$ cat config.mk
export PLATFORM = sky130hd
export DESIGN_NAME = ssl_active
export DESIGN_NICKNAME = d
export VERILOG_FILES = /design/src/hdl/ssl_pkg.sv /design/src/hdl/ssl_active.sv
export SDC_FILE = /design/constraint.sdc
export NUM_CORES = 1
export LEC_CHECK = 0
export ABC_AREA = 1
export BUFFER_PORTS_ARGS = -buffer_cell sky130_fd_sc_hd__clkbuf_2
export CORE_MARGIN = 2
export CORE_UTILIZATION = 50
export CTS_BUF_LIST = sky130_fd_sc_hd__clkbuf_4
export DETAILED_ROUTE_END_ITERATION = 7
export HOLD_SLACK_MARGIN = 0.02
export PLACE_DENSITY = 0.63
export SLEW_MARGIN = 0
export SYNTH_ARGS = -nofsm -noshare
export SYNTH_HDL_FRONTEND = slang
export SYNTH_SLANG_ARGS = --single-unit
$ cat constraint.sdc
create_clock -name clk -period 13.05 [get_ports clk]
set_input_delay 2.61 -clock clk [delete_from_list [all_inputs] [get_ports clk]]
set_output_delay 2.61 -clock clk [all_outputs]
set_load 0.01 [all_outputs]
$ cat src/hdl/ssl_pkg.sv
package ssl_pkg;

  localparam int unsigned CoordW = 31;
  localparam int unsigned KeyW   = 2 * CoordW + 1;

  // sort key of one endpoint: x, then left before right, then ordered height
  typedef struct packed {
    logic [CoordW-1:0] x;
    logic              right;
    logic [CoordW-1:0] low;
  } endpoint_t;

  // request to the active height set
  typedef struct packed {
    logic              clear;
    logic              insert;
    logic              remove;
    logic [CoordW-1:0] height;
  } act_op_t;

endpackage

$ cat src/hdl/ssl_active.sv
module ssl_active #(
  parameter int unsigned DEPTH = 32,
  parameter int unsigned IW    = 5
) (
  input  logic                      clk,
  input  logic                      rst,
  input  ssl_pkg::act_op_t          op,
  output logic                      done,
  output logic [ssl_pkg::CoordW-1:0] cur_max
);
  import ssl_pkg::*;

  typedef enum logic {A_IDLE, A_SCAN} a_state_t;

  a_state_t          state;
  logic [CoordW-1:0] heights [DEPTH];
  logic [DEPTH-1:0]  valid;
  logic [IW-1:0]     idx;
  logic [CoordW-1:0] target;
  logic [CoordW-1:0] scan_max;
  logic              found;
  logic [IW-1:0]     free_idx;
  logic [CoordW-1:0] h_rd;
  logic              hit;
  logic [CoordW-1:0] max_upd;

  // first free slot
  always_comb begin
    free_idx = '0;
    for (int k = DEPTH - 1; k >= 0; k--) begin
      if (!valid[k]) free_idx = IW'(k);
    end
  end

  assign h_rd    = heights[idx];
  assign hit     = valid[idx] && !found && (h_rd == target);
  assign max_upd = (valid[idx] && !hit && h_rd > scan_max) ? h_rd : scan_max;

  always_ff @(posedge clk) begin
    if (rst) begin
      state   <= A_IDLE;
      valid   <= '0;
      done    <= 1'b0;
      cur_max <= '0;
    end else begin
      done <= 1'b0;
      unique case (state)
        A_IDLE: begin
          if (op.clear) begin
            valid   <= '0;
            cur_max <= '0;
          end else if (op.insert) begin
            valid[free_idx]   <= 1'b1;
            heights[free_idx] <= op.height;
            if (op.height > cur_max) cur_max <= op.height;
            done <= 1'b1;
          end else if (op.remove) begin
            target   <= op.height;
            idx      <= '0;
            found    <= 1'b0;
            scan_max <= '0;
            state    <= A_SCAN;
          end
        end
        A_SCAN: begin
          // drop the first matching slot, take the maximum of the rest
          if (hit) begin
            valid[idx] <= 1'b0;
            found      <= 1'b1;
          end
          scan_max <= max_upd;
          if (idx == IW'(DEPTH - 1)) begin
            cur_max <= max_upd;
            done    <= 1'b1;
            state   <= A_IDLE;
          end else begin
            idx <= idx + IW'(1);
          end
        end
        default: state <= A_IDLE;
      endcase
    end
  end

endmodule
==> impl_metrics.ini <==
[global_route]
busiest_layer = met2
grt_pass1_wl_um = 208000
met2_usage_pct = 45.9
use_met1_pct = 38.5
grt_use_met3_pct = 6.43
grt_overflow = 0
antenna_found_initial = 6
grt.total_usage_pct = 28.9
grt_max_degree = 197
grt_pass1_vias = 32884

[timing]
final_max_slew_viol_count = 0
layout_min_cycle_time_ns = 7.16
skew_ns = 0.0873
layout_setup_ws_ns = 5.89
setup-tns-final_ns = 0
worst_pin_slew_ns = 1.07
rsz0062_at_grt = false
slew_headroom_pct = 28.4
clock.fmax_ghz = 0.140
timing.final.crit_share_pct = 54.9
setup_viol = 0
holdWs_ns = 0.573
hold_viol = 0

[clock_network]
cts_hold_buf = 0
ctsResizeCount = 0
cts_tree = built
clk_latency_ns = 1.14
clk_path_buf_depth = 4
cts.clk_slew.worst_paths_ns = 0.07
cts-buffers-inserted = 305
cts_setup_buffers = 0
cts_max_level = 5
cts_root_buf = clkbuf_4
cts.sinks = 1130

[setup_path]
setup.worst_path.start_class = register
cp.required_ns = 13.89
setup.worst_path.end_class = register
max_stage_delay_ns = 0.91
cpMaxStageDelayCell = inv_2
path_common_cell = nand2_1
cp.arrival_ns = 8.00
r2r_end = scan_max[6]
cp_cell_sequence = buf_4 > buf_12 > buf_4 > o21ai_0 > o22ai_1 > nor2_1 > nor2_1 > o21ai_0 > a31oi_1 > ha_1 > nand2_1 > inv_1 > nand3_1 > nor4b_1 > a21oi_1 > a311oi_1 > nand2_1 > inv_2 > nand2_1 > o211ai_2 > inv_1
cp_max_fo = 196
r2r_cells = 21
path_class = register to register
regToRegSetupSlack_ns = 5.89

[logic_synthesis]
synthArstFlopShare_pct = 0
yosysUniqueCellTypes = 47
synth_enable_flop_cells = 1060
synth.area.top_cells = edfxtp_1 67%, o21ai_0 6.4%, nor2_1 4.8%, o221ai_1 3.6%, dfxtp_1 2.9%
synth_seq_area_share_pct = 69.9
synth_warnings = 0
yosys.area.top_type = edfxtp_1
synthTopCellsByCount = 1060 x edfxtp_1, 610 x o21ai_0, 602 x nor2_1
synth_most_common_cell = edfxtp_1
synth_area_per_cell_sq_um = 12.1
postSynthCellCount = 3915
syn_area_sq_um = 47500
synth_ff_type = edfxtp_1
ys_ff_latch = 1130
synth_top_area_share_pct = 67.0
synth_fp_nets = 4018

[floorplan]
die_height_um = 312
num_rows = 113
io_pins = 68
die-area_sq_um = 97500
core_sq_um = 94600
start_util_pct = 50.2
fp.dieW_um = 312

[layout]
final_util_pct = 55.8
fin_nets = 4207
drive_gt1_share_pct = 15.7
syn_to_final_growth_pct = 11.0

[routing]
vias = 33826
wl_per_cell_um = 25.5
drc = 0
firstDrtPassIters = 6
via_per_inst = 6.07
wirelength_um = 142000
drt_iter0_drc = 4384
postRouteAntennaNets = 0

[power_and_ir_drop]
p_total_mw = 7.69
peakVddDrop_mv = 0.0768
p_leak_nw = 18.0
power_density_nw_per_um2 = 146

[place]
place_ws_ns = 6.03
gp_congestion = 0.905
port_buffers = 67
hpwl_um = 70800

[worst_hold_path]
hold-path-endpoint = valid[25]
worstHoldPathCells = 2
worstHoldStart = valid[25]
hold_class = register to register

[run_status]
outcome = complete, no violations

[run]
drv_cap = 0
-- layout by cell type (no fill, tap or decap), drive strengths merged, types with 6 or more instances in the layout --
cell type / Yosys / final
a21oi: 185 / 185
a221oi: 6 / 6
a31oi: 26 / 26
buf: 135 / 82
clkbuf: 132 / 503
clkinv: 1 / 65
dfxtp: 70 / 70
edfxtp: 1060 / 1060
ha: 67 / 67
inv: 197 / 201
nand2: 275 / 275
nand3: 159 / 159
nand4: 21 / 21
nor2: 602 / 602
nor3: 7 / 7
nor4: 8 / 8
o211ai: 29 / 29
o21ai: 644 / 644
o221ai: 196 / 196
o22ai: 59 / 59
xor2: 7 / 7
-- power breakdown --
group / leakage, nW / internal, mW / switching [mW]
sequential: 10.1 / 3.99 / 0.0385
clock: 2.19 / 1.60 / 1.41
combinational: 5.67 / 0.174 / 0.473
total: 18.0 / 5.77 / 1.92
-- worst max-delay path, delay by kind of cell, from the launching register on --
family	cells	cell delay (ns)
buffers and inverters	6	3.11
adder cells (fa/ha/maj)	1	0.20
flip-flops	1	0.41
AO/OA/AOI/OAI	7	1.49
AND/OR/NAND/NOR	7	1.37
-- worst max path at each step --
stage / to / cells after the start
after floorplan: idx[0] / 3
after global placement: scan_max[18] / 22
after detailed placement: scan_max[16] / 20
after CTS: scan_max[6] / 20
after global routing: scan_max[7] / 22
final: scan_max[6] / 21
-- final cells by class --
cell class | count | area (sq um)
antenna | 4 | 10.0
clock buffer | 436 | 3270
clock inverter | 72 | 380
fill | 7941 | 41800
inverter | 198 | 771
multi-input combinational | 2320 | 12500
sequential | 1130 | 33200
tap | 1265 | 1580
timing repair buffer | 149 | 976
-- per-layer routing --
layer  share of wire (%)  vias up
met3                  10      282
met4                 3.6        0
li1                    -    15084
met2                  47     1801
met5                   0        -
met1                  39    16659
-- flip-flops by register name (all words and copies together), names as in the netlist, named ones only --
name,cells
cur_max,31
heights,992
done,1
valid,32
idx,5
scan_max,31
found,1
state,1
target,31
-- logic make-up after synthesis --
group                    Yosys count  share of synthesized area, %
XOR/XNOR                          10                         0.184
AND/OR/NAND/NOR                 1081                          9.22
flip-flops                      1130                          69.9
buffers and inverters            465                          4.33
adder cells (fa/ha/maj)           67                          1.76
AO/OA/AOI/OAI                   1162                          14.5
-- through the flow --
step | instances | cell area (sq um)
after floorplan | 3915 | 47500
after global placement | 5062 | 49100
after detailed placement | 5062 | 49100
after CTS | 5570 | 52700
after global routing | 5573 | 52700
final | 5574 | 52700
Note: power is estimated with default switching activity, not from simulation.
